$ cat src/hw/rtl/jndc_pkg.sv
`timescale 1ns / 1ps
// ----------------------------------------------------------------------------
// jndc_pkg
// Shared constants and types for the Jalali new-year day and date check.
// ----------------------------------------------------------------------------
package jndc_pkg;

   localparam int YEAR_W = 13;
   localparam int YEAR_X_W = 14;
   localparam int MONTH_W = 4;
   localparam int DAY_W = 5;
   localparam int JDN_W = 22;
   localparam int CALC_W = 22;
   localparam int ABS_W = 20;
   localparam int RECIP_W = 21;
   localparam int QUOT_W = 10;
   localparam int DELTA_W = 11;
   localparam int SEG_COUNT = 12;
   localparam int SEG_LOW = 3;

   localparam logic signed [YEAR_X_W-1:0] YEAR_LOW = -14'sd1096;
   localparam logic signed [YEAR_X_W-1:0] YEAR_HIGH = 14'sd2327;
   localparam logic [JDN_W-1:0] EPOCH_DAY = 22'd1947954;
   localparam logic [JDN_W-1:0] LEAP_SPAN = 22'd366;
   localparam logic signed [CALC_W-1:0] DAYS_PER_YEAR = 22'sd365;
   localparam logic signed [CALC_W-1:0] CYCLE_MUL = 22'sd303;

   // ceil(2^31 / 1250): exact quotient for dividends below 2^20
   localparam logic [RECIP_W-1:0] DIV_RECIP = 21'd1717987;
   localparam int DIV_SHIFT = 31;

   localparam logic [MONTH_W-1:0] MONTH_FIRST = 4'd1;
   localparam logic [MONTH_W-1:0] MONTH_LAST31 = 4'd6;
   localparam logic [MONTH_W-1:0] MONTH_LAST30 = 4'd11;
   localparam logic [MONTH_W-1:0] MONTH_LAST = 4'd12;
   localparam logic [DAY_W-1:0] LEN_31 = 5'd31;
   localparam logic [DAY_W-1:0] LEN_30 = 5'd30;
   localparam logic [DAY_W-1:0] LEN_29 = 5'd29;

   localparam logic signed [YEAR_X_W-1:0] SEG_BREAK [SEG_COUNT] = '{
      -14'sd708, -14'sd221, -14'sd3, 14'sd6, 14'sd394, 14'sd720,
      14'sd786, 14'sd1145, 14'sd1635, 14'sd1701, 14'sd1866, 14'sd2328
   };

   localparam logic [DELTA_W-1:0] SEG_DELTA [SEG_COUNT] = '{
      11'd1108, 11'd1047, 11'd984, 11'd1249, 11'd952, 11'd891,
      11'd930, 11'd866, 11'd869, 11'd844, 11'd848, 11'd852
   };

   typedef struct packed {
      logic s1;
      logic s2;
      logic s3;
   } stage_en_type;

endpackage

$ cat src/hw/rtl/jndc_first_day.sv
`timescale 1ns / 1ps
// ----------------------------------------------------------------------------
// jndc_first_day
// Three-stage pipeline giving the day number of a Persian year's first day:
// segment lookup, reciprocal multiply for the divide by 1250, final sum.
// ----------------------------------------------------------------------------
module jndc_first_day (
   input  logic                                    clock,
   input  jndc_pkg::stage_en_type                  stage_en,
   input  logic signed [jndc_pkg::YEAR_X_W-1:0]   year,
   output logic        [jndc_pkg::JDN_W-1:0]      first_day
);

   // stage 1: segment, dividend magnitude
   logic [jndc_pkg::DELTA_W-1:0]          delta;
   logic                                  minus_in;
   logic signed [jndc_pkg::CALC_W-1:0]    t_in;
   logic signed [jndc_pkg::CALC_W-1:0]    t_abs;
   logic                                  ok_in;

   logic [jndc_pkg::ABS_W-1:0]            a_ff;
   logic                                  neg1_ff;
   logic                                  minus1_ff;
   logic                                  ok1_ff;
   logic signed [jndc_pkg::YEAR_X_W-1:0]  y1_ff;

   always_comb begin
      delta = jndc_pkg::SEG_DELTA[jndc_pkg::SEG_COUNT-1];
      minus_in = 1'b0;
      for (int k = jndc_pkg::SEG_COUNT - 1; k >= 0; k--) begin
         if (year < jndc_pkg::SEG_BREAK[k]) begin
            delta = jndc_pkg::SEG_DELTA[k];
            minus_in = (k < jndc_pkg::SEG_LOW);
         end
      end
      t_in = jndc_pkg::CALC_W'(year) * jndc_pkg::CYCLE_MUL
           + $signed({{(jndc_pkg::CALC_W-jndc_pkg::DELTA_W){1'b0}}, delta});
      t_abs = t_in[jndc_pkg::CALC_W-1] ? -t_in : t_in;
      ok_in = (year >= jndc_pkg::YEAR_LOW) && (year <= jndc_pkg::YEAR_HIGH);
   end

   always_ff @(posedge clock) begin
      if (stage_en.s1) begin
         a_ff <= t_abs[jndc_pkg::ABS_W-1:0];
         neg1_ff <= t_in[jndc_pkg::CALC_W-1];
         minus1_ff <= minus_in;
         ok1_ff <= ok_in;
         y1_ff <= year;
      end
   end

   // stage 2: quotient and 365*year
   localparam int PROD_W = jndc_pkg::ABS_W + jndc_pkg::RECIP_W;

   logic [PROD_W-1:0]                     prod;
   logic signed [jndc_pkg::CALC_W-1:0]    y365_in;

   logic [jndc_pkg::QUOT_W-1:0]           q2_ff;
   logic                                  neg2_ff;
   logic                                  minus2_ff;
   logic                                  ok2_ff;
   logic signed [jndc_pkg::CALC_W-1:0]    y365_ff;

   assign prod = PROD_W'(a_ff) * PROD_W'(jndc_pkg::DIV_RECIP);
   assign y365_in = jndc_pkg::CALC_W'(y1_ff) * jndc_pkg::DAYS_PER_YEAR;

   always_ff @(posedge clock) begin
      if (stage_en.s2) begin
         q2_ff <= prod[jndc_pkg::DIV_SHIFT +: jndc_pkg::QUOT_W];
         neg2_ff <= neg1_ff;
         minus2_ff <= minus1_ff;
         ok2_ff <= ok1_ff;
         y365_ff <= y365_in;
      end
   end

   // stage 3: final sum, modulo 2^22
   logic [jndc_pkg::CALC_W-1:0] q_ext;
   logic [jndc_pkg::CALC_W-1:0] q_sgn;
   logic [jndc_pkg::CALC_W-1:0] sum;
   logic [jndc_pkg::JDN_W-1:0]  day_in;
   logic [jndc_pkg::JDN_W-1:0]  day_ff;

   always_comb begin
      q_ext = {{(jndc_pkg::CALC_W-jndc_pkg::QUOT_W){1'b0}}, q2_ff};
      q_sgn = neg2_ff ? -q_ext : q_ext;
      sum = jndc_pkg::EPOCH_DAY + $unsigned(y365_ff) + q_sgn
          - {{(jndc_pkg::CALC_W-1){1'b0}}, minus2_ff};
      day_in = ok2_ff ? sum : '0;
   end

   always_ff @(posedge clock) begin
      if (stage_en.s3) begin
         day_ff <= day_in;
      end
   end

   assign first_day = day_ff;

endmodule

$ cat src/hw/rtl/jalali_new_year_and_date_check.sv
`timescale 1ns / 1ps
// ----------------------------------------------------------------------------
// jalali_new_year_and_date_check
// Persian new-year day number, leap flag and date check, one date per cycle unless stalled.
// ----------------------------------------------------------------------------
// Input channel req_*: one beat per date (year, month, day in req_tdata).
// Result channel rsp_*: one beat per input beat, in order, carrying the
//   first-day number of the year, leap flag, date-valid and year-valid.
// Each beat passes the three first-day stages, then the output register.
// Throughput: one beat per cycle when not stalled; two copies of the first-day pipeline
//   (year and year+1) run in parallel, each with three constant multipliers.
// Each stage holds its beat only while the stage after it is full and
//   stalled, so bubbles are squeezed out and rsp_tready low back-pressures
//   req_tready only once the whole pipe is full.
// Reset: synchronous, active high; clears all valid bits. No other state.
// ----------------------------------------------------------------------------
module jalali_new_year_and_date_check (
   input  logic        clock,
   input  logic        reset,
   input  logic        req_tvalid,
   output logic        req_tready,
   input  logic [23:0] req_tdata,   // year_value[12:0], month_number[16:13], day_number[21:17]
   output logic        rsp_tvalid,
   input  logic        rsp_tready,
   output logic [31:0] rsp_tdata    // new_year_day[21:0], leap_year[22], date_valid[23],
                                    // year_valid[24]
);

   logic                             v1_ff, v2_ff, v3_ff, vo_ff;
   logic                             en_out;
   jndc_pkg::stage_en_type           stage_en;

   assign en_out = !vo_ff || rsp_tready;
   assign stage_en.s3 = !v3_ff || en_out;
   assign stage_en.s2 = !v2_ff || stage_en.s3;
   assign stage_en.s1 = !v1_ff || stage_en.s2;
   assign req_tready = stage_en.s1;

   always_ff @(posedge clock) begin
      if (reset) begin
         v1_ff <= 1'b0;
         v2_ff <= 1'b0;
         v3_ff <= 1'b0;
         vo_ff <= 1'b0;
      end else begin
         if (stage_en.s1) v1_ff <= req_tvalid;
         if (stage_en.s2) v2_ff <= v1_ff;
         if (stage_en.s3) v3_ff <= v2_ff;
         if (en_out) vo_ff <= v3_ff;
      end
   end

   logic signed [jndc_pkg::YEAR_W-1:0]   year_in;
   logic        [jndc_pkg::MONTH_W-1:0]  month_in;
   logic        [jndc_pkg::DAY_W-1:0]    day_in;
   logic signed [jndc_pkg::YEAR_X_W-1:0] year_cur;
   logic signed [jndc_pkg::YEAR_X_W-1:0] year_nxt;
   logic                                 yok_in;

   assign year_in = $signed(req_tdata[12:0]);
   assign month_in = req_tdata[16:13];
   assign day_in = req_tdata[21:17];
   assign year_cur = jndc_pkg::YEAR_X_W'(year_in);
   assign year_nxt = year_cur + 14'sd1;
   assign yok_in = (year_cur > jndc_pkg::YEAR_LOW) && (year_cur < jndc_pkg::YEAR_HIGH);

   logic [jndc_pkg::JDN_W-1:0] day_cur;
   logic [jndc_pkg::JDN_W-1:0] day_nxt;

   jndc_first_day u_cur (
      .clock     (clock),
      .stage_en  (stage_en),
      .year      (year_cur),
      .first_day (day_cur)
   );

   jndc_first_day u_nxt (
      .clock     (clock),
      .stage_en  (stage_en),
      .year      (year_nxt),
      .first_day (day_nxt)
   );

   // month, day and year-ok ride alongside the first-day pipe
   logic [jndc_pkg::MONTH_W-1:0] m1_ff, m2_ff, m3_ff;
   logic [jndc_pkg::DAY_W-1:0]   d1_ff, d2_ff, d3_ff;
   logic                         y1_ff, y2_ff, y3_ff;

   always_ff @(posedge clock) begin
      if (stage_en.s1) begin
         m1_ff <= month_in;
         d1_ff <= day_in;
         y1_ff <= yok_in;
      end
      if (stage_en.s2) begin
         m2_ff <= m1_ff;
         d2_ff <= d1_ff;
         y2_ff <= y1_ff;
      end
      if (stage_en.s3) begin
         m3_ff <= m2_ff;
         d3_ff <= d2_ff;
         y3_ff <= y2_ff;
      end
   end

   // output stage: leap flag and date check
   logic                       leap_in;
   logic [jndc_pkg::DAY_W-1:0] mlen;
   logic                       dok_in;

   logic [jndc_pkg::JDN_W-1:0] nyd_ff;
   logic                       leap_ff;
   logic                       dok_ff;
   logic                       yok_ff;

   always_comb begin
      leap_in = ({1'b0, day_nxt} == ({1'b0, day_cur} + {1'b0, jndc_pkg::LEAP_SPAN}));
      if (m3_ff <= jndc_pkg::MONTH_LAST31) begin
         mlen = jndc_pkg::LEN_31;
      end else if (m3_ff <= jndc_pkg::MONTH_LAST30) begin
         mlen = jndc_pkg::LEN_30;
      end else begin
         mlen = leap_in ? jndc_pkg::LEN_30 : jndc_pkg::LEN_29;
      end
      dok_in = y3_ff && (m3_ff >= jndc_pkg::MONTH_FIRST) && (m3_ff <= jndc_pkg::MONTH_LAST)
            && (d3_ff != '0) && (d3_ff <= mlen);
   end

   always_ff @(posedge clock) begin
      if (en_out) begin
         nyd_ff <= day_cur;
         leap_ff <= leap_in;
         dok_ff <= dok_in;
         yok_ff <= y3_ff;
      end
   end

   assign rsp_tvalid = vo_ff;
   assign rsp_tdata = {7'd0, yok_ff, dok_ff, leap_ff, nyd_ff};

   a_date_needs_year : assert property (@(posedge clock) disable iff (reset)
      rsp_tvalid |-> (!dok_ff || yok_ff))
      else $error("date valid without year valid");

   a_year_has_day : assert property (@(posedge clock) disable iff (reset)
      (rsp_tvalid && yok_ff) |-> (nyd_ff != '0))
      else $error("valid year with zero first day");

   a_leap_has_day : assert property (@(posedge clock) disable iff (reset)
      (rsp_tvalid && leap_ff) |-> (nyd_ff != '0))
      else $error("leap year with zero first day");

   a_stage3_holds : assert property (@(posedge clock) disable iff (reset)
      (v3_ff && !stage_en.s3) |=> v3_ff)
      else $error("stalled stage 3 beat lost");

endmodule

$ cat config.mk
export PLATFORM = sky130hd
export DESIGN_NAME = jalali_new_year_and_date_check
export DESIGN_NICKNAME = d
export VERILOG_FILES = /design/src/hw/rtl/jndc_pkg.sv /design/src/hw/rtl/jndc_first_day.sv /design/src/hw/rtl/jalali_new_year_and_date_check.sv
export SDC_FILE = /design/constraint.sdc
export NUM_CORES = 2
export LEC_CHECK = 0
export ABC_AREA = 1
export BUFFER_PORTS_ARGS = -buffer_cell sky130_fd_sc_hd__buf_2
export CELL_PAD_IN_SITES_DETAIL_PLACEMENT = 1
export CELL_PAD_IN_SITES_GLOBAL_PLACEMENT = 1
export CORE_MARGIN = 2
export CORE_UTILIZATION = 35
export CTS_BUF_LIST = sky130_fd_sc_hd__clkbuf_8
export DETAILED_ROUTE_END_ITERATION = 16
export PLACE_DENSITY = 0.61
export SYNTH_ARGS = -nofsm -noshare
export SYNTH_HDL_FRONTEND = slang
export SYNTH_HIERARCHICAL = 1
export SYNTH_SLANG_ARGS = --single-unit
$ cat constraint.sdc
create_clock -name clock -period 8.15 [get_ports clock]
set_input_delay 0.815 -clock clock [delete_from_list [all_inputs] [get_ports clock]]
set_output_delay 0.815 -clock clock [all_outputs]
set_load 0.01 [all_outputs]
==> results.toml <==
[run_status]
status = "complete, no violations"

[die]
core_sq_um = 124000
start_util_pct = 35.4
die-area_sq_um = 128000
die_x_um = 358
fp-row-count = 129
die_h_um = 358
ios = 62

[critical_path]
cpMostUsedCell = "nand2_1"
critical_path.slowest_cell = "fa_1"
crit_type = "input port to flip-flop"
reg2reg_depth = 19
path_max_fanout = 8
required_ns = 8.53
r2r-end = "u_cur/q2_ff[5]$_DFFE_PP_"
slowest_delay_ns = 0.50
worst-r2r-setup-slack_ns = 1.60
cp-start-kind = "input port"
worstSetupEndpointType = "flip-flop"
worstPathArrival_ns = 7.41
worstReg2RegStart = "u_cur/a_ff[11]$_DFFE_PP_"

[clocking]
holdBufCountCts = 0
cts_buffers = 46
clock_tree.buffer_depth = 3
cts_root_buf = "clkbuf_8"
cts.clk_slew.worst_paths_ns = 0.07
insertion_delay_ns = 0.66
cts_tree = "done"
cts.sinks = 247
post-cts-setup-buffers = 0
htreeDepth = 2
cts.repair.resized = 0

[final_layout]
drive_gt1_share_pct = 4.50
syn_to_final_growth_pct = 7.64
n_fill_cell = 14730
final_nets = 6494
fin_util_pct = 38.1

[synthesis]
synth_edf_count = 243
syn-cell-area_sq_um = 43900
synth-seq-cells = 247
synth_ff_type = "edfxtp_1"
yosys.area.top_type_share_pct = 24.9
async_reset_ff_share_pct = 0
yosys.area.top_type = "fa_1"
syn_avg_cell_area_sq_um = 8.76
seq_area_frac_synth_pct = 16.8
synthTopCellsByArea = "fa_1, ha_1, edfxtp_1, inv_1, nand2_1"
synth_cells = 5010
ys_types = 58
synthesis.yosys.warnings = 6

[timing]
final-hold-violation-count = 0
final_max_slew_viol_count = 0
fin_crit_ns = 7.03
max_freq_mhz = 142
finalSetupViolations = 0
fin_tns_setup_ns = 0
slew_headroom_pct = 37.5
worst_slew_pin_slew_ns = 0.937
rsz0062_at_grt = "false"
skew_ns = 0.0441
min_period_over_period_pct = 86.3

[global_routing]
use_met3_pct = 1.65
met2_usage_pct = 33.8
grt_use_total_pct = 19.3
grt_max_degree = 72
grtUsageMet1_pct = 26.2
grt_pass1_vias = 35996
grt_pass1_wl_mm = 196
grt.busiest_layer = "met2"
grt_overflow = 0
antenna_found_initial = 5

[detailed_routing]
avgViaCountPerCell = 4.80
avgRoutedWirePerCell_um = 17.8
finalWirelength_mm = 121
vias = 32662
drtIter0Drc = 1173
drcViolationCount = 0
antenna_left = 0
dr.pass1.iters = 7

[placement]
gp_congestion = 0.863
portBuffers = 52
hpwl_mm = 108

[hold_path]
hold_class = "input port to flip-flop"
hp-start = "req_tdata[21]"
hold-path-endpoint = "d1_ff[4]$_DFFE_PP_"
hold_depth = 1

[run]
drv_cap = 0
[Yosys cell counts, drive strengths merged (2+ instances only)]
master	count
nor2	293
edfxtp	243
clkinv	2
a221oi	3
nand2	817
inv	1200
dfxtp	4
a211oi	8
o21a	13
o21bai	16
nor3	51
o2111ai	4
a311oi	4
o211ai	11
nand3b	12
nand3	198
clkbuf	5
fa	546
ha	795
o21ai	180
xnor2	49
or2	9
a21oi	242
nor4	16
and2	6
buf	20
xor2	128
and3	5
nand4	52
o31ai	8
nor3b	4
a31oi	31
a21o	25
[worst max-delay path by stage]
stage / from / endpoint / slack, ns
2_1_floorplan: req_tdata[0] / u_nxt/a_ff[3]$_DFFE_PP_ / 1.35
3_3_place_gp: req_tdata[0] / u_nxt/a_ff[10]$_DFFE_PP_ / 0.58
3_5_place_dp: req_tdata[4] / u_nxt/a_ff[2]$_DFFE_PP_ / 0.41
4_1_cts: req_tdata[4] / u_nxt/a_ff[2]$_DFFE_PP_ / 1.12
5_1_grt: req_tdata[0] / u_nxt/a_ff[2]$_DFFE_PP_ / 0.48
6_report: req_tdata[0] / u_nxt/a_ff[2]$_DFFE_PP_ / 1.12
[worst max-delay path, delay by kind of cell]
family	cells	cell delay, ns
fa+ha+maj	6	2.29
buf+inv	6	0.75
simple gates	15	2.16
compound gates	1	0.19
xor+xnor	4	1.22
[per-stage QoR]
stage,hold slack [ns],area [sq um],std cells,setup slack [ns]
floorplan,0.400,43900,5016,1.35
global placement,0.401,46300,6714,0.577
detailed placement,0.406,46300,6714,0.410
CTS,0.283,47200,6797,1.12
global route,0.302,47300,6798,0.479
finish,0.348,47300,6798,1.12
[kinds of logic (layout without fill, tap and decap cells)]
logic type | count (synthesis) | in the layout | synth area share (%)
simple gates | 1463 | 1463 | 14.3
flops | 247 | 247 | 16.8
other cells | 1 | 8 | 0.00854
compound gates | 553 | 553 | 7.06
xor+xnor | 178 | 178 | 3.60
buf+inv | 1227 | 1371 | 10.6
fa+ha+maj | 1341 | 1341 | 47.6
[cells in the final DEF (no fill, tap or decap), drive strengths merged, types with 2 or more instances in the layout]
| cell | Yosys | final |
|---|---|---|
| o31ai | 8 | 8 |
| a31oi | 31 | 31 |
| inv | 1200 | 1210 |
| clkinv | 2 | 22 |
| xnor2 | 49 | 49 |
| xor2 | 128 | 128 |
| dfxtp | 4 | 4 |
| o21ai | 180 | 180 |
| nor3b | 4 | 4 |
| fa | 546 | 546 |
| ha | 795 | 795 |
| conb | 1 | 7 |
| and3 | 5 | 5 |
| nand3 | 198 | 198 |
| or2 | 9 | 9 |
| o21bai | 16 | 16 |
| o211ai | 11 | 11 |
| nand2 | 817 | 817 |
| nor3 | 51 | 51 |
| o2111ai | 4 | 4 |
| o21a | 13 | 13 |
| a211oi | 8 | 8 |
| a311oi | 4 | 4 |
| edfxtp | 243 | 243 |
| clkbuf | 5 | 50 |
| a221oi | 3 | 3 |
| nand3b | 12 | 12 |
| nand4 | 52 | 52 |
| buf | 20 | 86 |
| nor4 | 16 | 16 |
| a21oi | 242 | 242 |
| bufinv | 0 | 2 |
| and2 | 6 | 6 |
| nor2 | 293 | 293 |
| a21o | 25 | 25 |
[final cells by class]
cell class              count  area (sq um)  area share, %
diodes                      1          2.50        0.00530
clock buffers              50           688           1.46
clock inverters            33           224          0.474
inverters                1202          4510           9.55
multi-input cells        3542         31900           67.5
flip-flops and latches    247          7380           15.6
well taps                1637          2050           4.33
repair buffers             86           515           1.09
[metal layers]
layer  routed length, um  share of wire, %
met1               57400                48
met4                2060               1.7
met3                2480               2.1
met5                  13             0.011
met2               58700                49
[flip-flops by register name, summed over array words and instances (netlist names), 4 cells and up]
register	flops
m2_ff	4
u_nxt/y1_ff	14
m3_ff	4
d3_ff	5
u_cur/y365_ff	22
u_nxt/y365_ff	22
m1_ff	4
u_nxt/q2_ff	10
d1_ff	5
u_cur/y1_ff	14
u_cur/a_ff	20
d2_ff	5
u_nxt/first_day	22
nyd_ff	22
u_cur/first_day	22
u_cur/q2_ff	10
u_nxt/a_ff	20
Power is left out: the tool's default activity adds up to more than one toggle a clock period on the data nets, which glitch-free logic cannot reach.
